$ cat config.mk
export PLATFORM = sky130hd
export DESIGN_NAME = sjag_scale
export DESIGN_NICKNAME = d
export VERILOG_FILES = /design/src/sv/sjag_pkg.sv /design/src/sv/sjag_scale.sv
export SDC_FILE = /design/constraint.sdc
export NUM_CORES = 1
export LEC_CHECK = 0
export ABC_AREA = 1
export BUFFER_PORTS_ARGS = -buffer_cell sky130_fd_sc_hd__buf_2
export CELL_PAD_IN_SITES_DETAIL_PLACEMENT = 0
export CELL_PAD_IN_SITES_GLOBAL_PLACEMENT = 1
export CORE_MARGIN = 2
export CORE_UTILIZATION = 46
export CTS_CLUSTER_SIZE = 25
export DETAILED_ROUTE_END_ITERATION = 7
export MAX_ROUTING_LAYER = met4
export PLACE_DENSITY_LB_ADDON = 0.08
export SYNTH_ARGS = -nofsm -noshare
export SYNTH_HDL_FRONTEND = slang
export SYNTH_SLANG_ARGS = --single-unit
$ cat constraint.sdc
create_clock -name clk -period 9.6 [get_ports clk]
set_input_delay 0.96 -clock clk [delete_from_list [all_inputs] [get_ports clk]]
set_output_delay 0.96 -clock clk [all_outputs]
set_load 0.005 [all_outputs]
$ cat src/sv/sjag_pkg.sv
// Shared types, constants and the arctangent table of the sidewinding joint angle generator.
// Used by every module of the block; depends on nothing.
`timescale 1ns / 1ps

package sjag_pkg;

  localparam int PHASE_BITS    = 16;
  localparam int PHASE_W       = 32;
  localparam int CORDIC_STAGES = 24;
  localparam int CW            = 34;
  localparam int STAGE_IDX_W   = $clog2(CORDIC_STAGES);
  localparam int JOINT_W       = 6;
  localparam int TIME_W        = 32;
  localparam int AMP_W         = 16;
  localparam int RATE_W        = 24;
  localparam int STEP_W        = 16;
  localparam int ANGLE_W       = 17;
  localparam int MAG_W         = 32;
  localparam int PROD_W        = AMP_W + MAG_W;
  localparam int ADDR_W        = 5;
  localparam int DATA_W        = 32;

  // Only the top PHASE_BITS bits of the 32-bit phase take part in the sine.
  localparam logic [PHASE_W-1:0] PHASE_MASK =
    ~((PHASE_W'(1) << (PHASE_W - PHASE_BITS)) - PHASE_W'(1));

  localparam logic signed [CW-1:0] CORDIC_X0    = CW'(652032874);
  localparam logic signed [CW-1:0] QUARTER_TURN = CW'(64'sd1073741824);
  localparam logic signed [CW-1:0] HALF_TURN    = CW'(64'sd2147483648);
  localparam logic [PROD_W:0]      ROUND_HALF   = (PROD_W+1)'(1) << 29;

  localparam logic [AMP_W-1:0]  AMP_EVEN_RST = 16'd6400;
  localparam logic [AMP_W-1:0]  AMP_ODD_RST  = 16'd2048;
  localparam logic [RATE_W-1:0] RATE_RST     = 24'd32752;
  localparam logic [STEP_W-1:0] STEP_RST     = 16'd21835;

  typedef enum logic [2:0] {
    REG_AMP_EVEN   = 3'd0,
    REG_AMP_ODD    = 3'd1,
    REG_RATE_EVEN  = 3'd2,
    REG_RATE_ODD   = 3'd3,
    REG_STEP_EVEN  = 3'd4,
    REG_STEP_ODD   = 3'd5,
    REG_ODD_OFFSET = 3'd6,
    REG_REVERSE    = 3'd7
  } reg_idx_t;

  typedef struct packed {
    logic [AMP_W-1:0]  amplitude_even;
    logic [AMP_W-1:0]  amplitude_odd;
    logic [RATE_W-1:0] rate_even;
    logic [RATE_W-1:0] rate_odd;
    logic [STEP_W-1:0] step_even;
    logic [STEP_W-1:0] step_odd;
    logic [STEP_W-1:0] odd_offset;
    logic              reverse;
  } cfg_t;

  // One item on its way through the rotation stages.
  typedef struct packed {
    logic                   valid;
    logic [JOINT_W-1:0]     joint;
    logic                   neg;
    logic signed [CW-1:0]   x;
    logic signed [CW-1:0]   y;
    logic signed [CW-1:0]   z;
  } cordic_t;

  // atan(2^-i) in units of 2^-32 turn.
  function automatic logic signed [CW-1:0] atan_turn(input logic [STAGE_IDX_W-1:0] idx);
    logic signed [CW-1:0] v;
    case (idx)
      5'd0:  v = CW'(536870912);
      5'd1:  v = CW'(316933406);
      5'd2:  v = CW'(167458907);
      5'd3:  v = CW'(85004756);
      5'd4:  v = CW'(42667331);
      5'd5:  v = CW'(21354465);
      5'd6:  v = CW'(10679838);
      5'd7:  v = CW'(5340245);
      5'd8:  v = CW'(2670163);
      5'd9:  v = CW'(1335086);
      5'd10: v = CW'(667544);
      5'd11: v = CW'(333772);
      5'd12: v = CW'(166886);
      5'd13: v = CW'(83443);
      5'd14: v = CW'(41721);
      5'd15: v = CW'(20860);
      5'd16: v = CW'(10430);
      5'd17: v = CW'(5215);
      5'd18: v = CW'(2607);
      5'd19: v = CW'(1303);
      5'd20: v = CW'(651);
      5'd21: v = CW'(325);
      5'd22: v = CW'(162);
      5'd23: v = CW'(81);
      default: v = '0;
    endcase
    return v;
  endfunction

endpackage

$ cat src/sv/sjag_scale.sv
// Amplitude scaling: sine magnitude times amplitude (one stage), then rounding,
// clamping and sign into the output register (second stage). Depends on sjag_pkg.
`timescale 1ns / 1ps

module sjag_scale (
  input  logic                                clk,
  input  logic                                rst,
  input  logic                                en,
  input  sjag_pkg::cfg_t                      cfg,
  input  sjag_pkg::cordic_t                   rot,
  output logic                                out_valid,
  output logic signed [sjag_pkg::ANGLE_W-1:0] angle,
  output logic [sjag_pkg::JOINT_W-1:0]        joint
);

  localparam int CW     = sjag_pkg::CW;
  localparam int MAG_W  = sjag_pkg::MAG_W;
  localparam int AMP_W  = sjag_pkg::AMP_W;
  localparam int PROD_W = sjag_pkg::PROD_W;

  logic [CW-1:0]    y_abs;
  logic [AMP_W-1:0] amp_sel;

  assign y_abs   = rot.y[CW-1] ? CW'(-rot.y) : CW'(rot.y);
  assign amp_sel = rot.joint[0] ? cfg.amplitude_odd : cfg.amplitude_even;

  logic                         m_valid;
  logic [sjag_pkg::JOINT_W-1:0] m_joint;
  logic                         m_neg;
  logic [AMP_W-1:0]             m_amp;
  logic [PROD_W-1:0]            m_prod;

  always_ff @(posedge clk) begin
    if (rst) begin
      m_valid <= 1'b0;
    end else if (en) begin
      m_valid <= rot.valid;
      m_joint <= rot.joint;
      m_neg   <= rot.neg ^ rot.y[CW-1];
      m_amp   <= amp_sel;
      m_prod  <= amp_sel * y_abs[MAG_W-1:0];
    end
  end

  logic [PROD_W:0]      rounded;
  logic [18:0]          mag;
  logic [AMP_W-1:0]     mag_clamped;
  logic [sjag_pkg::ANGLE_W-1:0] mag_ext;

  assign rounded     = {1'b0, m_prod} + sjag_pkg::ROUND_HALF;
  assign mag         = rounded[PROD_W:30];
  assign mag_clamped = (mag > {3'b0, m_amp}) ? m_amp : mag[AMP_W-1:0];
  assign mag_ext     = {1'b0, mag_clamped};

  always_ff @(posedge clk) begin
    if (rst) begin
      out_valid <= 1'b0;
    end else if (en) begin
      out_valid <= m_valid;
      joint     <= m_joint;
      angle     <= m_neg ? -$signed(mag_ext) : $signed(mag_ext);
    end
  end

endmodule

==> results.toml <==
[timing]
tightest_slew_ps = 1060
hold_viol_final = 0
period_share_pct = 86.6
fin_crit_ps = 8320
finalSetupViolCount = 0
slew_headroom_pct = 29.0
finalSetupTns_ps = 0
maxSlewViolCount = 0
clock_skew_ps = 12.2
rsz0062_at_grt = "no"
fmax_mhz = 120

[cts]
cts.clk_slew.worst_paths_ps = 50
cts_setup_buffers = 0
ctsHoldBuffers = 0
cts_buffer_depth = 2
htree_num_levels = 3
cts_tree = "done"
cts_root_buffer = "clkbuf_16"
cts_sinks = 67
clk_latency_ps = 360
post_cts_resized = 0
numCtsBuffers = 9

[die]
die_area_um2 = 46100
placementRows = 77
core_um2 = 44000
die_y_um = 215
chipWidth_um = 215
start_util_pct = 46.4
pin_count = 266

[yosys]
ys_ff_latch = 67
syn_nets = 3360
syn-instance-count = 2565
synthArstFlopShare_pct = 0
synth_area_leaders = "fa_1 41%, inv_1 11%, nand2_1 10%"
synth-main-ff-cell = "edfxtp_1"
yosys.area.top_type = "fa_1"
synth_cell_type_count = 56
syn-cell-area_um2 = 20400
synth_warnings = 0
yosysSeqAreaShare_pct = 9.75
avgSynthCellArea_um2 = 7.96
synth_top_area_share_pct = 40.9
synth_edf_count = 65

[placement]
gp_congestion = 0.913
dp.cells = 3235
hpwl_um = 50700
place_area_um2 = 21800
io_buffer_count = 99

[layout]
area_growth_pct = 8.01
final_nets = 3449
num-fill-cells = 4443
final_cell_area_um2 = 22100
final_cell_count_no_fill = 3252
drive_gt1_share_pct = 9.25

[detailed_routing]
via_count = 16785
drt_first_iter_violations = 1192
vias_per_cell = 5.16
avgRoutedWirePerCell_um = 18.8
wirelength_um = 61300
drc = 0
firstDrtPassIters = 8
drtAntennaViolNets = 0

[worst_setup_path]
cp-endpoint = "m_prod[44]"
crit_arrival_ps = 8410
reg2reg_to = "angle[8]"
path_class = "in -> reg"
crit_slowest_cell = "fa_1"
path_max_fanout = 13
r2r_slack_ps = 5090
start_kind = "input port"
r2r_cells = 22
r2r-start = "m_prod[29]"
crit_required_ps = 9700
path_common_cell = "fa_1"
startpoint = "rot[34]"
endpoint_kind = "flop"
max_stage_delay_ps = 530

[grt]
overflow = 0
grt_antenna_before_repair = 1
grt_usage_pct = 28.6
grt_pass1_wl_um = 98200
grt_pass1_vias = 17908
grt_max_degree = 66

[run]
drv_cap = 0

[worst_hold_path]
hold_path.class = "reg -> reg"

[status]
status = "finished clean"
==> cell type report <==
type | instances | area (um2) | share of cell area [%]
Inverter | 642 | 2410 | 10.9
Clock buffer | 9 | 225 | 1.02
Clock inverter | 7 | 76.3 | 0.346
Multi-Input combinational cell | 1791 | 15800 | 71.6
Antenna cell | 1 | 2.50 | 0.0113
Timing Repair Buffer | 143 | 826 | 3.74
Tap cell | 592 | 741 | 3.36
Sequential cell | 67 | 1990 | 9.03
==> stage by stage <==
stage / util (%) / hold WS, ps / setup slack [ps]
after floorplan: - / 400 / 1880
after global placement: 49.4 / 401 / 954
after detailed placement: 49.4 / 406 / 963
after CTS: 50.1 / 419 / 1320
after global routing: 50.1 / 426 / 814
final: 50.1 / 420 / 1280
==> cell usage after synthesis (2+ instances only) <==
master	n
inv_1	606
nand2_1	548
fa_1	417
nor2_1	315
ha_1	136
a21oi_1	74
edfxtp_1	65
clkbuf_1	56
o21ai_0	52
xor2_1	42
nand3_1	40
inv_2	23
nand4_1	20
nor3_1	19
o21ai_1	19
clkinv_1	13
nand2_2	12
a31oi_1	9
xnor2_1	9
or2_2	7
o21ai_2	6
buf_6	5
nand3_2	5
nor2_2	5
nor4_1	5
o21a_1	5
o21bai_1	5
buf_2	4
nand3b_1	4
a211oi_1	3
nor2_4	3
nor3_2	3
o221ai_1	3
a21boi_0	2
dfxtp_1	2
nand2_4	2
xnor2_2	2
==> logic make-up after synthesis <==
| group | synth area share, % |
|---|---|
| xor gates and xnor gates | 2.56 |
| buffers and inverters | 13.2 |
| AOI/OAI and AO/OA | 5.12 |
| and+or+nand+nor | 20.2 |
| adders and majority gates | 49.2 |
| DFF | 9.75 |
==> worst max-delay path, delay by kind of cell <==
family	cells	cell delay, ps
AOI/OAI and AO/OA	4	850
xor gates and xnor gates	1	100
adders and majority gates	7	3250
buffers and inverters	9	990
and+or+nand+nor	15	2240
==> cell usage in the layout (no fill, tap or decap), types with 20 or more instances in the layout <==
cell,netlist,layout
nand4_1,20,20
edfxtp_1,65,65
inv_1,606,604
nand2_1,548,548
fa_1,417,417
o21ai_0,52,49
buf_4,0,44
nand3_1,40,40
nor2_1,315,314
inv_2,23,23
xor2_1,42,42
ha_1,136,136
buf_2,4,99
a21oi_1,74,74
==> state kept, by name (all words and copies together) (netlist names) <==
register,count
joint,6
m_neg,1
m_joint,6
out_valid,1
angle,17
m_amp,16
m_valid,1
m_prod,19
==> worst min-delay path by stage <==
stage / startpoint / endpoint / slack (ps) / cells after the start
2_1_floorplan: m_joint[0] / joint[0] / 400 / 0
3_3_place_gp: m_joint[1] / joint[1] / 400 / 0
3_5_place_dp: m_joint[1] / joint[1] / 410 / 0
4_1_cts: m_joint[1] / joint[1] / 420 / 0
5_1_grt: m_joint[1] / joint[1] / 430 / 0
6_report: m_joint[2] / joint[2] / 420 / 0
==> metal layers <==
metal,vias up,routed length (um),global-route usage [%]
met3,102,4490,5.46
met1,8348,26500,37.3
met5,-,0,-
li1,7761,-,-
met4,0,1890,7.69
met2,574,28300,46.1
Power is left out: the tool's default activity adds up to more than one toggle a clock period on the data nets, which glitch-free logic cannot reach.
