`src/sv/sjag_pkg.sv`:
```
// Shared types, constants and the arctangent table of the sidewinding joint angle generator.
// Used by every module of the block; depends on nothing.
`timescale 1ns / 1ps

package sjag_pkg;

  localparam int PHASE_BITS    = 16;
  localparam int PHASE_W       = 32;
  localparam int CORDIC_STAGES = 24;
  localparam int CW            = 34;
  localparam int STAGE_IDX_W   = $clog2(CORDIC_STAGES);
  localparam int JOINT_W       = 6;
  localparam int TIME_W        = 32;
  localparam int AMP_W         = 16;
  localparam int RATE_W        = 24;
  localparam int STEP_W        = 16;
  localparam int ANGLE_W       = 17;
  localparam int MAG_W         = 32;
  localparam int PROD_W        = AMP_W + MAG_W;
  localparam int ADDR_W        = 5;
  localparam int DATA_W        = 32;

  // Only the top PHASE_BITS bits of the 32-bit phase take part in the sine.
  localparam logic [PHASE_W-1:0] PHASE_MASK =
    ~((PHASE_W'(1) << (PHASE_W - PHASE_BITS)) - PHASE_W'(1));

  localparam logic signed [CW-1:0] CORDIC_X0    = CW'(652032874);
  localparam logic signed [CW-1:0] QUARTER_TURN = CW'(64'sd1073741824);
  localparam logic signed [CW-1:0] HALF_TURN    = CW'(64'sd2147483648);
  localparam logic [PROD_W:0]      ROUND_HALF   = (PROD_W+1)'(1) << 29;

  localparam logic [AMP_W-1:0]  AMP_EVEN_RST = 16'd6400;
  localparam logic [AMP_W-1:0]  AMP_ODD_RST  = 16'd2048;
  localparam logic [RATE_W-1:0] RATE_RST     = 24'd32752;
  localparam logic [STEP_W-1:0] STEP_RST     = 16'd21835;

  typedef enum logic [2:0] {
    REG_AMP_EVEN   = 3'd0,
    REG_AMP_ODD    = 3'd1,
    REG_RATE_EVEN  = 3'd2,
    REG_RATE_ODD   = 3'd3,
    REG_STEP_EVEN  = 3'd4,
    REG_STEP_ODD   = 3'd5,
    REG_ODD_OFFSET = 3'd6,
    REG_REVERSE    = 3'd7
  } reg_idx_t;

  typedef struct packed {
    logic [AMP_W-1:0]  amplitude_even;
    logic [AMP_W-1:0]  amplitude_odd;
    logic [RATE_W-1:0] rate_even;
    logic [RATE_W-1:0] rate_odd;
    logic [STEP_W-1:0] step_even;
    logic [STEP_W-1:0] step_odd;
    logic [STEP_W-1:0] odd_offset;
    logic              reverse;
  } cfg_t;

  // One item on its way through the rotation stages.
  typedef struct packed {
    logic                   valid;
    logic [JOINT_W-1:0]     joint;
    logic                   neg;
    logic signed [CW-1:0]   x;
    logic signed [CW-1:0]   y;
    logic signed [CW-1:0]   z;
  } cordic_t;

  // atan(2^-i) in units of 2^-32 turn.
  function automatic logic signed [CW-1:0] atan_turn(input logic [STAGE_IDX_W-1:0] idx);
    logic signed [CW-1:0] v;
    case (idx)
      5'd0:  v = CW'(536870912);
      5'd1:  v = CW'(316933406);
      5'd2:  v = CW'(167458907);
      5'd3:  v = CW'(85004756);
      5'd4:  v = CW'(42667331);
      5'd5:  v = CW'(21354465);
      5'd6:  v = CW'(10679838);
      5'd7:  v = CW'(5340245);
      5'd8:  v = CW'(2670163);
      5'd9:  v = CW'(1335086);
      5'd10: v = CW'(667544);
      5'd11: v = CW'(333772);
      5'd12: v = CW'(166886);
      5'd13: v = CW'(83443);
      5'd14: v = CW'(41721);
      5'd15: v = CW'(20860);
      5'd16: v = CW'(10430);
      5'd17: v = CW'(5215);
      5'd18: v = CW'(2607);
      5'd19: v = CW'(1303);
      5'd20: v = CW'(651);
      5'd21: v = CW'(325);
      5'd22: v = CW'(162);
      5'd23: v = CW'(81);
      default: v = '0;
    endcase
    return v;
  endfunction

endpackage

```
`src/sv/sjag_phase.sv`:
```
// Phase front end: time and joint terms (one stage), then sum, truncation and
// quadrant fold into a CORDIC start vector (second stage). Depends on sjag_pkg.
`timescale 1ns / 1ps

module sjag_phase (
  input  logic                         clk,
  input  logic                         rst,
  input  logic                         en,
  input  sjag_pkg::cfg_t               cfg,
  input  logic                         in_valid,
  input  logic [sjag_pkg::JOINT_W-1:0] joint_index,
  input  logic [sjag_pkg::TIME_W-1:0]  time_stamp,
  output sjag_pkg::cordic_t            start
);

  localparam int PW = sjag_pkg::PHASE_W;
  localparam int CW = sjag_pkg::CW;

  // First stage: products.
  logic                                         odd;
  logic [sjag_pkg::RATE_W-1:0]                  rate_sel;
  logic [sjag_pkg::STEP_W-1:0]                  step_sel;
  logic [sjag_pkg::RATE_W+sjag_pkg::TIME_W-1:0] time_prod;
  logic [sjag_pkg::JOINT_W+sjag_pkg::STEP_W-1:0] lag_prod;
  logic [PW-1:0]                                lag_term;

  logic                         a_valid;
  logic [sjag_pkg::JOINT_W-1:0] a_joint;
  logic [PW-1:0]                a_time_term;
  logic [PW-1:0]                a_lag_term;
  logic [sjag_pkg::STEP_W-1:0]  a_offset;

  assign odd       = joint_index[0];
  assign rate_sel  = odd ? cfg.rate_odd : cfg.rate_even;
  assign step_sel  = odd ? cfg.step_odd : cfg.step_even;
  assign time_prod = rate_sel * time_stamp;
  assign lag_prod  = joint_index * step_sel;

  always_comb begin
    lag_term = {lag_prod[15:0], 16'b0};
    if (cfg.reverse) begin
      lag_term = PW'(0) - lag_term;
    end
  end

  always_ff @(posedge clk) begin
    if (rst) begin
      a_valid <= 1'b0;
    end else if (en) begin
      a_valid     <= in_valid;
      a_joint     <= joint_index;
      a_time_term <= time_prod[PW-1:0];
      a_lag_term  <= lag_term;
      a_offset    <= odd ? cfg.odd_offset : '0;
    end
  end

  // Second stage: wrap-around sum and fold into the right half plane.
  logic [PW-1:0]        phase;
  logic signed [CW-1:0] z_full;
  logic signed [CW-1:0] z_fold;
  logic                 neg_fold;

  assign phase  = (a_time_term + a_lag_term + {a_offset, 16'b0}) & sjag_pkg::PHASE_MASK;
  assign z_full = {{(CW-PW){phase[PW-1]}}, phase};

  always_comb begin
    z_fold   = z_full;
    neg_fold = 1'b0;
    if (z_full > sjag_pkg::QUARTER_TURN) begin
      z_fold   = z_full - sjag_pkg::HALF_TURN;
      neg_fold = 1'b1;
    end else if (z_full < -sjag_pkg::QUARTER_TURN) begin
      z_fold   = z_full + sjag_pkg::HALF_TURN;
      neg_fold = 1'b1;
    end
  end

  always_ff @(posedge clk) begin
    if (rst) begin
      start.valid <= 1'b0;
    end else if (en) begin
      start.valid <= a_valid;
      start.joint <= a_joint;
      start.neg   <= neg_fold;
      start.x     <= sjag_pkg::CORDIC_X0;
      start.y     <= '0;
      start.z     <= z_fold;
    end
  end

endmodule

```
`config.mk`:
```
export PLATFORM = sky130hd
export DESIGN_NAME = sjag_phase
export DESIGN_NICKNAME = d
export VERILOG_FILES = /design/src/sv/sjag_pkg.sv /design/src/sv/sjag_phase.sv
export SDC_FILE = /design/constraint.sdc
export NUM_CORES = 1
export LEC_CHECK = 0
export BUFFER_PORTS_ARGS = -buffer_cell sky130_fd_sc_hd__buf_2
export CAP_MARGIN = 20
export CORE_ASPECT_RATIO = 0.5
export CORE_UTILIZATION = 55
export DETAILED_ROUTE_END_ITERATION = 12
export PLACE_DENSITY = 0.83
export SYNTH_ARGS = -nofsm -noshare
export SYNTH_HDL_FRONTEND = slang
export SYNTH_SLANG_ARGS = --single-unit
export TNS_END_PERCENT = 50
```
`constraint.sdc`:
```
create_clock -name clk -period 6.9 [get_ports clk]
set_clock_uncertainty 0.05 [all_clocks]
set_input_delay 0.345 -clock clk [delete_from_list [all_inputs] [get_ports clk]]
set_output_delay 0.345 -clock clk [all_outputs]
set_load 0.02 [all_outputs]
```
==> run_results.csv <==
group,metric,value,unit
placement,place_congestion,0.980,
yosys,ys_types,62,
floorplanning,core.rowCount,50,
yosys,synthArstFlopShare,0,%
placement,dp_hpwl,43700,um
grt,grt_pass1_wl,85100,um
route,route.detailed.drc,0,
sta,finalCritPeriodShare,97.6,%
clock_network,clock_sinks,80,
flow_run,maxCapViolCount,0,
setup_path,cp_top_family,"adder cells",
cells_and_area,design_area,23800,um^2
yosys,ys_warn_count,0,
yosys,synth_area,21400,um^2
clock_network,cts_tree,"done",
route,vias_per_cell,5.25,
clock_network,numCtsBuffers,9,
grt,antenna_found_initial,1,
sta,fmax,148,MHz
grt,grt_overflow_total,0,
worst_hold_path,worstHoldEndpoint,"start[109]$_SDFFE_PP0P_",
cells_and_area,regArea,2380,um^2
run_status,status,"finished clean",
setup_path,slowest_delay,0.57,ns
sta,hold_viol_final,0,
sta,setup_viol,0,
floorplanning,die-area,39800,um^2
setup_path,r2r_end,"start[102]$_SDFFCE_PP1P_",
yosys,synth_area_leader_cell,"fa_1",
placement,place.port_buffers,163,
clock_network,cts_htree_levels,3,
sta,post-route-min-period,6.74,ns
grt,first_global_vias,16800,
floorplanning,pin_count,281,
setup_path,setup.worst_path.end_class,"register",
yosys,synth_top_area_share,41.9,%
setup_path,crit_required,6.95,ns
floorplanning,start_util,56.5,%
grt,grt_max_degree,79,
yosys,synth_seq_cells,80,
cells_and_area,area_growth,10.9,%
setup_path,cp_common_cell,"fa_1",
setup_path,crit_start,"joint_index[0]",
clock_network,postCtsHoldBufs,0,
yosys,synth_top_flop_cell,"edfxtp_1",
setup_path,rrSetupSlack,2.82,ns
sta,slew_violations,0,
floorplanning,core_area,37900,um^2
route,vias,15900,
worst_hold_path,min_from,"rst",
floorplanning,die_x,281,um
setup_path,ff2ff_path_depth,12,
clock_network,cts.clk_slew.worst_paths,0.06,ns
cells_and_area,drive_above_1_share,14.3,%
yosys,synthCells,2304,
route,wl_per_cell,17.6,um
floorplanning,dieHeight,142,um
setup_path,cp_max_fo,6,
setup_path,cp_num_buf_inv,9,
setup_path,worst_path_max_delay_cell,"fa_1",
clock_network,cts_buffer_depth,2,
yosys,synth_edf_count,78,
setup_path,start_kind,"primary input",
route,drt_wl_total,53100,um
placement,place_area,23100,um^2
yosys,avgSynthCellArea,9.30,um^2
worst_hold_path,holdPathStages,2,
sta,slew_headroom,32.9,%
cells_and_area,nFillCells,2982,
setup_path,r2r_start,"a_lag_term[17]$_DFFE_PP_",
worst_hold_path,holdCritPathClass,"primary input to register",
clock_network,clk_latency,0.34,ns
route,drtAntennaViolNets,0,
yosys,synth.top_cells.by_area,"fa_1 (42%), edfxtp_1 (11%), inv_1 (9.4%)",
route,drt_pass1_iterations,5,
cells_and_area,multi_input_area,16600,um^2
yosys,synth_seq_area_share,11.1,%
route,drt_iter0_drc,1053,
cells_and_area,nets,3235,
sta,tightest_slew,1.01,ns
clock_network,ctsRootBufferMaster,"clkbuf_16",
setup_path,cp.arrival,6.79,ns
setup_path,crit_type,"primary input to register",
grt,grt_usage,27.7,%
[synthesized netlist by cell type, types with 11 or more instances]
library cell,count
a21oi_1,20
and2_1,237
buf_4,86
clkbuf_1,85
edfxtp_1,78
fa_1,449
ha_1,120
inv_1,535
mux2_2,21
nand2_1,277
nand2b_1,11
nor2_1,35
nor2b_1,100
nor3_1,12
o21ai_0,28
xnor2_1,80
xor2_1,17
[sequential cells by signal, indices dropped and copies added, names as in the netlist]
name         cells
a_valid          1
a_lag_term      16
start           25
a_offset        16
a_time_term     16
a_joint          6
[kinds of logic after synthesis]
kind of cell	count (synthesis)	share of synthesized area, %
AOI/OAI and AO/OA	106	3.38
xor gates and xnor gates	97	3.96
adders and majority gates	569	49.0
buffers and inverters	710	14.0
DFF	80	11.1
muxes	27	1.38
other	2	0.0350
and+or+nand+nor	713	17.2
[per-layer routing]
| layer | part of all wire [%] | track usage, % | vias up | wire length, um |
|---|---|---|---|---|
| met5 | 0 | 0 | - | 0 |
| met4 | 3.9 | 9.95 | 0 | 2080 |
| met3 | 9.9 | 5.40 | 172 | 5250 |
| met2 | 48 | 47.6 | 822 | 25800 |
| met1 | 38 | 35.0 | 7916 | 20000 |
| li1 | - | - | 6963 | - |
[how the worst max path moves through the flow]
stage / end / slack, ns / cells after the start
final: a_time_term[24]$_DFFE_PP_ / 0.16 / 26
after global routing: a_time_term[31]$_DFFE_PP_ / -0.03 / 28
after CTS: a_time_term[24]$_DFFE_PP_ / 0.03 / 26
after detailed placement: a_time_term[31]$_DFFE_PP_ / -0.38 / 26
after global placement: a_time_term[31]$_DFFE_PP_ / -0.25 / 26
after floorplan: a_time_term[24]$_DFFE_PP_ / 0.0004 / 26
[timing repair]
action                     4_1_cts  5_1_grt
resized for setup                3       52
setup buffers                    0        8
pin swaps                        2       39
gates cloned                     0        2
setup endpoints to repair        2        9
[metrics by stage]
stage / cells / setup WS, ns / util [%] / hold WS (ns) / setup TNS (ns)
after global placement: 2994 / -0.251 / 61.0 / 0.350 / -1.44
final: 3021 / 0.163 / 62.7 / 0.169 / 0
after CTS: 3010 / 0.0252 / 61.9 / 0.159 / 0
after global routing: 3021 / -0.0277 / 62.7 / 0.168 / -0.0607
after floorplan: 2386 / 0.000413 / - / 0.350 / 0
after detailed placement: 2994 / -0.378 / 61.0 / 0.355 / -2.86
[placed cells by master (no fill, tap or decap), types with 6 or more instances in the layout]
master and count:
mux2_2 9, fa_1 445, buf_4 94, o21ai_0 25, buf_12 7, nor3_1 12, ha_1 116, nor2b_1 99
edfxtp_1 78, nand2_1 277, or3_1 10, and2_1 234, buf_2 162, inv_2 8, o21a_1 6, mux2_4 12
nand2b_1 11, xnor2_1 79, nor2_1 34, a21o_1 10, a21oi_1 18, inv_1 527, conb_1 84, nand3_1 10
clkbuf_16 11, xor2_1 17
[final cells by class]
cell class,instances,area share (%)
Inverter,535,8.45
Timing Repair Buffer,273,7.62
Multi-Input combinational cell,1596,69.8
Antenna cell,1,0.0105
Sequential cell,80,10.0
Clock inverter,7,0.437
Clock buffer,9,0.947
Tap cell,520,2.74
Power is not shown: default switching activity piles up to over one toggle a cycle in this logic, so the estimate is an artifact.
