===== src/sv/sjag_pkg.sv =====
// Shared types, constants and the arctangent table of the sidewinding joint angle generator.
// Used by every module of the block; depends on nothing.
`timescale 1ns / 1ps

package sjag_pkg;

  localparam int PHASE_BITS    = 16;
  localparam int PHASE_W       = 32;
  localparam int CORDIC_STAGES = 24;
  localparam int CW            = 34;
  localparam int STAGE_IDX_W   = $clog2(CORDIC_STAGES);
  localparam int JOINT_W       = 6;
  localparam int TIME_W        = 32;
  localparam int AMP_W         = 16;
  localparam int RATE_W        = 24;
  localparam int STEP_W        = 16;
  localparam int ANGLE_W       = 17;
  localparam int MAG_W         = 32;
  localparam int PROD_W        = AMP_W + MAG_W;
  localparam int ADDR_W        = 5;
  localparam int DATA_W        = 32;

  // Only the top PHASE_BITS bits of the 32-bit phase take part in the sine.
  localparam logic [PHASE_W-1:0] PHASE_MASK =
    ~((PHASE_W'(1) << (PHASE_W - PHASE_BITS)) - PHASE_W'(1));

  localparam logic signed [CW-1:0] CORDIC_X0    = CW'(652032874);
  localparam logic signed [CW-1:0] QUARTER_TURN = CW'(64'sd1073741824);
  localparam logic signed [CW-1:0] HALF_TURN    = CW'(64'sd2147483648);
  localparam logic [PROD_W:0]      ROUND_HALF   = (PROD_W+1)'(1) << 29;

  localparam logic [AMP_W-1:0]  AMP_EVEN_RST = 16'd6400;
  localparam logic [AMP_W-1:0]  AMP_ODD_RST  = 16'd2048;
  localparam logic [RATE_W-1:0] RATE_RST     = 24'd32752;
  localparam logic [STEP_W-1:0] STEP_RST     = 16'd21835;

  typedef enum logic [2:0] {
    REG_AMP_EVEN   = 3'd0,
    REG_AMP_ODD    = 3'd1,
    REG_RATE_EVEN  = 3'd2,
    REG_RATE_ODD   = 3'd3,
    REG_STEP_EVEN  = 3'd4,
    REG_STEP_ODD   = 3'd5,
    REG_ODD_OFFSET = 3'd6,
    REG_REVERSE    = 3'd7
  } reg_idx_t;

  typedef struct packed {
    logic [AMP_W-1:0]  amplitude_even;
    logic [AMP_W-1:0]  amplitude_odd;
    logic [RATE_W-1:0] rate_even;
    logic [RATE_W-1:0] rate_odd;
    logic [STEP_W-1:0] step_even;
    logic [STEP_W-1:0] step_odd;
    logic [STEP_W-1:0] odd_offset;
    logic              reverse;
  } cfg_t;

  // One item on its way through the rotation stages.
  typedef struct packed {
    logic                   valid;
    logic [JOINT_W-1:0]     joint;
    logic                   neg;
    logic signed [CW-1:0]   x;
    logic signed [CW-1:0]   y;
    logic signed [CW-1:0]   z;
  } cordic_t;

  // atan(2^-i) in units of 2^-32 turn.
  function automatic logic signed [CW-1:0] atan_turn(input logic [STAGE_IDX_W-1:0] idx);
    logic signed [CW-1:0] v;
    case (idx)
      5'd0:  v = CW'(536870912);
      5'd1:  v = CW'(316933406);
      5'd2:  v = CW'(167458907);
      5'd3:  v = CW'(85004756);
      5'd4:  v = CW'(42667331);
      5'd5:  v = CW'(21354465);
      5'd6:  v = CW'(10679838);
      5'd7:  v = CW'(5340245);
      5'd8:  v = CW'(2670163);
      5'd9:  v = CW'(1335086);
      5'd10: v = CW'(667544);
      5'd11: v = CW'(333772);
      5'd12: v = CW'(166886);
      5'd13: v = CW'(83443);
      5'd14: v = CW'(41721);
      5'd15: v = CW'(20860);
      5'd16: v = CW'(10430);
      5'd17: v = CW'(5215);
      5'd18: v = CW'(2607);
      5'd19: v = CW'(1303);
      5'd20: v = CW'(651);
      5'd21: v = CW'(325);
      5'd22: v = CW'(162);
      5'd23: v = CW'(81);
      default: v = '0;
    endcase
    return v;
  endfunction

endpackage


===== src/sv/sjag_regs.sv =====
// Configuration register file of the sidewinding joint angle generator, APB-style port.
// Depends on sjag_pkg.
`timescale 1ns / 1ps

module sjag_regs (
  input  logic                        clk,
  input  logic                        rst,
  input  logic                        psel,
  input  logic                        penable,
  input  logic                        pwrite,
  input  logic [sjag_pkg::ADDR_W-1:0] paddr,
  input  logic [sjag_pkg::DATA_W-1:0] pwdata,
  output logic [sjag_pkg::DATA_W-1:0] prdata,
  output logic                        pready,
  output sjag_pkg::cfg_t              cfg
);

  sjag_pkg::reg_idx_t idx;
  logic               wr;

  assign idx    = sjag_pkg::reg_idx_t'(paddr[4:2]);
  assign wr     = psel && penable && pwrite;
  assign pready = 1'b1;

  always_ff @(posedge clk) begin
    if (rst) begin
      cfg.amplitude_even <= sjag_pkg::AMP_EVEN_RST;
      cfg.amplitude_odd  <= sjag_pkg::AMP_ODD_RST;
      cfg.rate_even      <= sjag_pkg::RATE_RST;
      cfg.rate_odd       <= sjag_pkg::RATE_RST;
      cfg.step_even      <= sjag_pkg::STEP_RST;
      cfg.step_odd       <= sjag_pkg::STEP_RST;
      cfg.odd_offset     <= '0;
      cfg.reverse        <= 1'b0;
    end else if (wr) begin
      case (idx)
        sjag_pkg::REG_AMP_EVEN:   cfg.amplitude_even <= pwdata[15:0];
        sjag_pkg::REG_AMP_ODD:    cfg.amplitude_odd  <= pwdata[15:0];
        sjag_pkg::REG_RATE_EVEN:  cfg.rate_even      <= pwdata[23:0];
        sjag_pkg::REG_RATE_ODD:   cfg.rate_odd       <= pwdata[23:0];
        sjag_pkg::REG_STEP_EVEN:  cfg.step_even      <= pwdata[15:0];
        sjag_pkg::REG_STEP_ODD:   cfg.step_odd       <= pwdata[15:0];
        sjag_pkg::REG_ODD_OFFSET: cfg.odd_offset     <= pwdata[15:0];
        sjag_pkg::REG_REVERSE:    cfg.reverse        <= pwdata[0];
        default: ;
      endcase
    end
  end

  always_comb begin
    case (idx)
      sjag_pkg::REG_AMP_EVEN:   prdata = {16'b0, cfg.amplitude_even};
      sjag_pkg::REG_AMP_ODD:    prdata = {16'b0, cfg.amplitude_odd};
      sjag_pkg::REG_RATE_EVEN:  prdata = {8'b0, cfg.rate_even};
      sjag_pkg::REG_RATE_ODD:   prdata = {8'b0, cfg.rate_odd};
      sjag_pkg::REG_STEP_EVEN:  prdata = {16'b0, cfg.step_even};
      sjag_pkg::REG_STEP_ODD:   prdata = {16'b0, cfg.step_odd};
      sjag_pkg::REG_ODD_OFFSET: prdata = {16'b0, cfg.odd_offset};
      sjag_pkg::REG_REVERSE:    prdata = {31'b0, cfg.reverse};
      default:                  prdata = '0;
    endcase
  end

endmodule


===== config.mk =====
export PLATFORM = sky130hd
export DESIGN_NAME = sjag_regs
export DESIGN_NICKNAME = d
export VERILOG_FILES = /design/src/sv/sjag_pkg.sv /design/src/sv/sjag_regs.sv
export SDC_FILE = /design/constraint.sdc
export NUM_CORES = 1
export LEC_CHECK = 0
export BUFFER_PORTS_ARGS = -buffer_cell sky130_fd_sc_hd__buf_2
export CORE_UTILIZATION = 35
export DETAILED_ROUTE_END_ITERATION = 10
export REMOVE_ABC_BUFFERS = 1
export SYNTH_ARGS = -nofsm -noshare
export SYNTH_HDL_FRONTEND = slang
export SYNTH_SLANG_ARGS = --single-unit
export TNS_END_PERCENT = 1

===== constraint.sdc =====
create_clock -name clk -period 1.4 [get_ports clk]
set_input_delay 0.21 -clock clk [delete_from_list [all_inputs] [get_ports clk]]
set_output_delay 0.21 -clock clk [all_outputs]
set_load 0.02 [all_outputs]

==> results of run 1 <==
[where the power goes]
part | leakage (nW) | internal (mW) | switching [mW] | total, mW
clock | 0.303 | 3.11 | 1.62 | 4.73
combinational | 2.79 | 0.427 | 0.581 | 1.01
sequential | 1.04 | 3.70 | 0.0218 | 3.72
[cell type report]
cell class | count | area [µm²]
Fill cell | 1697 | 8590
Multi-Input combinational cell | 473 | 3280
Sequential cell | 129 | 2610
Timing Repair Buffer | 281 | 1910
Clock buffer | 22 | 474
Tap cell | 225 | 282
Clock inverter | 9 | 154
Inverter | 13 | 48.8
Antenna cell | 1 | 2.50
[per-layer routing]
layer	routed length (µm)	vias to the layer above	GRT usage	part of all wire
met5	0	-	0	0
met3	1180	23	0.0561	0.057
met4	260	0	0.0556	0.013
li1	-	2856	-	-
met2	9400	190	0.344	0.46
met1	9650	2764	0.314	0.47
[worst max-delay path, cell delays in order]
cell and delay (ns):
buf_4 0.15, buf_12 0.13, or3_4 0.38, buf_6 0.17, o221a_2 0.28, buf_2 0.16
[final timing paths]
| kind | startpoint | endpoint |
|---|---|---|
| min reg2reg | cfg[102] | cfg[102] |
| min | pwdata[18] | cfg[67] |
| max | paddr[3] | prdata[14] |
| max reg2reg | cfg[40] | cfg[40] |
[synthesized netlist by cell type, drive strengths merged (2+ instances only)]
cell type | n | share of area
a21oi | 41 | 0.033
o31ai | 5 | 0.0060
nor2 | 74 | 0.045
clkbuf | 20 | 0.012
o21ai | 38 | 0.031
o221a | 10 | 0.018
and4b | 3 | 0.0048
mux2i | 119 | 0.19
nand3 | 40 | 0.034
nor2b | 3 | 0.0030
buf | 50 | 0.052
mux2 | 2 | 0.0036
nand4 | 2 | 0.0020
nand2b | 66 | 0.066
o221ai | 10 | 0.014
or3 | 6 | 0.0060
nand2 | 12 | 0.0088
nand4b | 4 | 0.0056
a41oi | 2 | 0.0028
dfxtp | 129 | 0.41
inv | 13 | 0.0078
a221o | 2 | 0.0032
a2bb2oi | 10 | 0.014
o22ai | 2 | 0.0020
conb | 2 | 0.0012
a31oi | 3 | 0.0030
nor3b | 2 | 0.0024
[kinds of logic after synthesis]
| kind of cell | after synthesis | share of synthesized area |
|---|---|---|
| other cells | 2 | 0.00121 |
| buf+inv | 83 | 0.0724 |
| flops | 129 | 0.415 |
| mux | 121 | 0.195 |
| compound gates | 128 | 0.134 |
| simple gates | 215 | 0.182 |
[stage by stage]
step	area, µm²	TNS [ns]	cells	power (mW)	hold slack [ns]
final	8770	-4.36	1153	9.46	0.0601
after global routing	8770	-5.27	1153	9.78	0.0547
after CTS	8700	-4.36	1152	9.54	0.0370
after detailed placement	7980	-22.92	1120	4.77	0.480
after global placement	7980	-21.77	1120	4.77	0.475
after floorplan	5850	-32.71	615	4.21	0.279
[repair_timing]
| action | in CTS | in global routing |
|---|---|---|
| setup buffers | 1 | 0 |
| endpoints found under the setup margin | 24 | 24 |
| resized for setup | 32 | 23 |
| endpoints found under the hold margin | 0 | 0 |
| pin swaps | 3 | 8 |
==> impl_metrics.tcl, run 1 <==
set metrics [dict create \
    final_nets 957 \
    grt_max_degree 37 \
    io_pins 204 \
    drv_slew 0 \
    core-area_mm2 0.0174 \
    num_vias 5833 \
    overflow 0 \
    grt_pass1_wl_um 30800 \
    skew_ns 0 \
    synth_area_per_cell_um2 9.18 \
    die_w_um 135 \
    synth-seq-cells 129 \
    tritoncts "yes" \
    cts_hold_buf 0 \
    yosysSeqAreaShare 0.415 \
    hp-class "in2reg" \
    violations "negative setup slack" \
    rsz0062_at_grt "yes" \
    drt_first_pass_iters 5 \
    drv_cap 0 \
    setup_ws_ns -0.299 \
    root_buffer "clkbuf_16" \
    layout_commonest_cell "buf_2" \
    largest-register "cfg" \
    first_global_vias 5332 \
    rrSetupSlack_ns 0.66 \
    drt-total-wl_um 20500 \
    layout_min_cycle_time_ns 1.70 \
    status "finished with violations" \
    htree_levels 4 \
    portBuffers 184 \
    critPathCaptureType "primary output" \
    die-height_um 135 \
    drive_above_1_share 0.382 \
    async_flop_share 0 \
    area_growth_pct 40.9 \
    critPathKind "in2out" \
    synth_area_mm2 0.00622 \
    min_path_cells 3 \
    wl_per_cell_um 17.8 \
    largest_reg_flops 129 \
    track_usage 0.225 \
    crit_arrival_ns 1.49 \
    vias_per_cell 5.06 \
    insertion_delay_ns 0.41 \
    critPathMaxFanout 8 \
    period_share 1.21 \
    drc_errors 0 \
    hold_violations 0 \
    ys_types 42 \
    hpwl_um 15100 \
    ant_nets 0 \
    ys_warn_count 0 \
    final_core_util 0.505 \
    place.gp.congestion 0.816 \
    antenna_found_initial 1 \
    reg_top3 "cfg (129)" \
    leakage_nw 4.13 \
    worst_ep_required_time_ns 1.19 \
    layout_common_cells "165 x buf_2, 119 x mux2i_1, 109 x dfxtp_1" \
    ys.flop_type "dfxtp_1" \
    cts_buffers 17 \
    path_clk_slew_ns 0.06 \
    power_density_mw_per_mm2 1080 \
    synth_edf_count 0 \
    dr.first_iter.drc_count 475 \
    rows 48 \
    clockBufferDepth 2 \
    peakVddDrop_mv 0.863 \
    start_kind "primary input" \
    max_freq_ghz 0.589 \
    syn_inst 678 \
    start_util 0.359 \
    place_ws_ns -0.324 \
    die-area_mm2 0.0183 \
    setup_violations 24 \
    reg2regPathDepth 3 \
    cts.sinks 129 \
]
Power figures use the tool's default switching activity.
==> run 2, diff against run 1 <==
--- a/config.mk
+++ b/config.mk
@@ -5,9 +5,10 @@
 export SDC_FILE = /design/constraint.sdc
 export NUM_CORES = 1
 export LEC_CHECK = 0
-export BUFFER_PORTS_ARGS = -buffer_cell sky130_fd_sc_hd__buf_2
 export CORE_UTILIZATION = 35
 export DETAILED_ROUTE_END_ITERATION = 10
+export DONT_BUFFER_PORTS = 1
+export PLACE_DENSITY = 0.49
 export REMOVE_ABC_BUFFERS = 1
 export SYNTH_ARGS = -nofsm -noshare
 export SYNTH_HDL_FRONTEND = slang
==> impl_metrics.tcl, run 2 (same netlist as run 1, synthesis figures left out) <==
set metrics [dict create \
    drt_first_pass_iters 4 \
    startpoint "cfg[61]" \
    reg_top3 "cfg (129)" \
    slew_headroom 0.560 \
    overflow 0 \
    layout_min_cycle_time_ns 1.67 \
    track_usage 0.255 \
    final_core_util 0.521 \
    die_w_um 135 \
    seqPwrFrac 0.406 \
    drv_slew 0 \
    critPathCaptureType "primary output" \
    dpl_cell_area_mm2 0.00731 \
    critPathMaxFanout 2 \
    cts.sinks 129 \
    portBuffers 0 \
    final_nets 912 \
    layout_common_cells "144 x buf_4, 119 x mux2i_1, 82 x dlygate4sd3_1" \
    root_buffer "clkbuf_16" \
    die-height_um 135 \
    crit_arrival_ns 1.46 \
    hold_violations 0 \
    antenna_cells 0 \
    start_util 0.359 \
    area_growth_pct 45.2 \
    critPathKind "reg2out" \
    first_global_vias 6119 \
    dr.first_iter.drc_count 309 \
    worst_ep_required_time_ns 1.19 \
    p_sw_frac 0.235 \
    wl_per_cell_um 20.7 \
    num_vias 5906 \
    clockBufferDepth 2 \
    peakVddDrop_mv 0.824 \
    hp-class "in2reg" \
    die-area_mm2 0.0183 \
    tritoncts "yes" \
    setup_violations 16 \
    grt_max_degree 80 \
    rsz0062_at_grt "yes" \
    violations "negative setup slack" \
    max_freq_ghz 0.597 \
    drv_cap 0 \
    hpwl_um 13700 \
    fin_cells 1108 \
    worstHoldStart "pwdata[14]" \
    worstMarginPinSlew_ns 0.660 \
    vias_per_cell 5.33 \
    p_int_mw 6.99 \
    p_clk_frac 0.506 \
    skew_ns 0 \
    cts_buffers 17 \
    place.gp.congestion 0.796 \
    power_mw 9.14 \
    drive_above_1_share 0.320 \
    core-area_mm2 0.0174 \
    drt-total-wl_um 22900 \
    largest-register "cfg" \
    drc_errors 0 \
    stdcell_area_mm2 0.00904 \
    place_inst 990 \
    p_switching_mw 2.15 \
    ant_nets 0 \
    setup_ws_ns -0.274 \
    leakage_nw 4.06 \
    htree_levels 4 \
    period_share 1.20 \
    insertion_delay_ns 0.41 \
    start_kind "register" \
    pwr-share-comb 0.088 \
    status "finished with violations" \
    layout_commonest_cell "buf_4" \
    io_pins 204 \
    largest_reg_flops 129 \
    grt_pass1_wl_um 34900 \
    power_density_mw_per_mm2 1010 \
    rr_startpoint "cfg[88]" \
    rows 48 \
    path_clk_slew_ns 0.06 \
    antenna_found_initial 0 \
]
[run 2: cell types whose count changed in the layout (fill, tap and decap cells not counted), moves of 4 or more]
cell / before / now
buf_2: 165 / 0
dlygate4sd3_1: 0 / 82
buf_4: 92 / 144
dfxtp_1: 109 / 66
dfxtp_2: 20 / 55
buf_12: 15 / 3
dfxtp_4: 0 / 8
inv_1: 13 / 7
inv_2: 0 / 6
o221ai_1: 9 / 3
o221ai_2: 1 / 7
o221a_1: 4 / 0
o221a_4: 0 / 4
[run 2: metrics by stage]
stage               setup slack (ns)  TNS [ns]  hold slack [ns]
CTS                           -0.258     -2.35         0.000546
global route                  -0.332     -3.01          0.00999
global placement            -0.00369  -0.00369            0.295
floorplan                     -0.843    -32.71            0.279
detailed placement           -0.0133   -0.0263            0.298
finish                        -0.274     -1.84           0.0128
[run 2: path summary, 6_finish.rpt]
path,to,slack (ns),cells past startpoint
hold reg to reg,cfg[66],0.54,2
setup reg to reg,cfg[88],0.05,4
setup / recovery,prdata[12],-0.27,4
hold / removal,cfg[47],0.01,2
[run 2: final cells by class]
type,instances,area (µm²)
clock buffer,23,478
clock inverter,9,130
fill,1612,8320
inverter,13,48.8
multi-input combinational,473,3360
sequential,129,2680
tap,225,282
timing repair buffer,236,2060
[run 2: routing by layer]
layer	global-route usage	wire, µm	part of all wire	up-vias
li1	-	-	-	2776
met1	0.300	9680	0.42	2915
met2	0.441	11300	0.49	179
met3	0.0662	1430	0.062	36
met4	0.0949	470	0.021	0
met5	0	0	0	-
[run 2: power groups by stage]
stage | Sequential [mW] | Clock [mW] | Combinational (mW)
after global placement | 3.80 | 0 | 0.612
final | 3.71 | 4.63 | 0.802
after CTS | 3.72 | 4.69 | 0.788
after detailed placement | 3.80 | 0 | 0.618
after global routing | 3.71 | 4.86 | 0.848
after floorplan | 3.83 | 0 | 0.378
[run 2: worst max-delay path, cell delays in order, from the launching register on]
cell	delay (ns)
dfxtp_2	0.32
mux2i_1	0.06
a221o_1	0.32
a41oi_2	0.18
buf_6	0.15
[run 2: timing repair]
action                                  in CTS  in global routing
endpoints found under the hold margin      112                  0
endpoints found under the setup margin      24                 29
setup buffers                                0                  0
pin swaps                                   31                  4
gates resized for setup                     83                 24
hold buffers                                86                  0
==> run 3, diff against run 2 <==
--- a/config.mk
+++ b/config.mk
@@ -6,9 +6,11 @@
 export NUM_CORES = 1
 export LEC_CHECK = 0
 export CORE_UTILIZATION = 35
+export CTS_BUF_LIST = sky130_fd_sc_hd__clkbuf_2
 export DETAILED_ROUTE_END_ITERATION = 10
 export DONT_BUFFER_PORTS = 1
 export PLACE_DENSITY = 0.49
+export RECOVER_POWER = 50
 export REMOVE_ABC_BUFFERS = 1
 export SYNTH_ARGS = -nofsm -noshare
 export SYNTH_HDL_FRONTEND = slang
==> impl_metrics.tcl, run 3 (same netlist as run 1, synthesis figures left out) <==
set metrics [dict create \
    status "finished with violations" \
    violations "negative setup slack" \
    drt_first_pass_iters 5 \
    wl_per_cell_um 21.3 \
    start_kind "register" \
    num_vias 6107 \
    die_w_um 135 \
    tritoncts "yes" \
    drv_cap 0 \
    fillers 1585 \
    dr.first_iter.drc_count 284 \
    clockBufferDepth 2 \
    area_growth_pct 50.9 \
    gr-usage-met1 0.313 \
    crit_arrival_ns 1.79 \
    path_clk_slew_ns 0.20 \
    core-area_mm2 0.0174 \
    critPathKind "reg2out" \
    track_usage 0.263 \
    insertion_delay_ns 0.71 \
    overflow 0 \
    setup_ws_ns -0.598 \
    drt-total-wl_um 24100 \
    ff_latch_area_mm2 0.00279 \
    die-height_um 135 \
    setup_violations 129 \
    reg_top3 "cfg (129)" \
    power_density_mw_per_mm2 749 \
    globalRouteMet3Util 0.0778 \
    layout_commonest_cell "mux2i_1" \
    worstMarginPinSlew_ns 0.539 \
    first_global_vias 6280 \
    rsz0062_at_grt "yes" \
    place_ws_ns -0.0133 \
    largest_reg_flops 129 \
    power_mw 7.03 \
    fin_cells 1131 \
    drive_above_1_share 0.372 \
    start_util 0.359 \
    worst_ep_required_time_ns 1.19 \
    layout_common_cells "119 x mux2i_1, 111 x buf_6, 104 x dfxtp_2" \
    fin_tns_setup_ns -11.92 \
    peakVddDrop_mv 0.397 \
    leakage_nw 4.21 \
    hold_violations 0 \
    grtUsageMet2 0.451 \
    skew_ns 0 \
    root_buffer "clkbuf_2" \
    slew_headroom 0.639 \
    critPathMaxFanout 2 \
    antenna_found_initial 1 \
    grt_max_degree 69 \
    vias_per_cell 5.40 \
    grt_pass1_wl_um 36000 \
    final_core_util 0.541 \
    cts.sinks 129 \
    rows 48 \
    portBuffers 0 \
    critPathCaptureType "primary output" \
    htree_levels 4 \
    io_pins 204 \
    hpwl_um 13700 \
    die-area_mm2 0.0183 \
    largest-register "cfg" \
    ant_nets 0 \
    final_nets 934 \
    layout_min_cycle_time_ns 2.00 \
    drc_errors 0 \
    drv_slew 0 \
    multi_input_area_mm2 0.00331 \
    place_inst 990 \
    place.gp.congestion 0.796 \
    cts_buffers 17 \
    hp-class "in2reg" \
    max_freq_ghz 0.500 \
    period_share 1.43 \
    busiest_layer "met2" \
]
-- run 3: repair_timing --
| action | in CTS | in global routing |
|---|---|---|
| hold buffers | 98 | 9 |
| hold endpoints to repair | 129 | 23 |
| setup buffers | 0 | 1 |
| pin swaps | 24 | 14 |
| setup endpoints to repair | 153 | 170 |
| resized for setup | 263 | 26 |
-- run 3: final timing paths --
path | from | to | slack, ns | depth (start not counted)
setup / recovery | cfg[53] | prdata[4] | -0.60 | 4
setup reg to reg | cfg[109] | cfg[109] | 0.04 | 5
hold / removal | paddr[4] | cfg[34] | 0.07 | 4
hold reg to reg | cfg[115] | cfg[115] | 0.56 | 2
-- run 3: layer usage --
layer / wire (µm) / share of wire
met1: 10100 / 0.42
met5: 0 / 0
met2: 11800 / 0.49
met3: 1570 / 0.065
met4: 582 / 0.024
-- run 3: critical path, stage by stage (launching register included) --
cell     delay [ns]
dfxtp_2        0.38
mux2i_1        0.07
a221o_1        0.31
a41oi_2        0.16
buf_6          0.15
-- run 3: area by class of cell --
cell class,count,share of cell area
flip-flops and latches,129,0.297
well taps,225,0.0300
repair buffers,258,0.290
clock buffers,20,0.0107
multi-input cells,473,0.352
inverters,13,0.00520
diodes,1,0.000266
clock inverters,12,0.0151
-- run 3: through the flow --
step | instance area (µm²) | hold WS, ns
finish | 9390 | 0.0665
global route | 9390 | -0.00426
CTS | 9200 | 0.00812
detailed placement | 7310 | 0.298
global placement | 7310 | 0.295
floorplan | 5850 | 0.279
-- run 3: report_power, final --
part / switching [mW] / internal, mW
clock network: 1.47 / 0.996
logic: 0.476 / 0.397
registers: 0.0255 / 3.67
total: 1.97 / 5.06
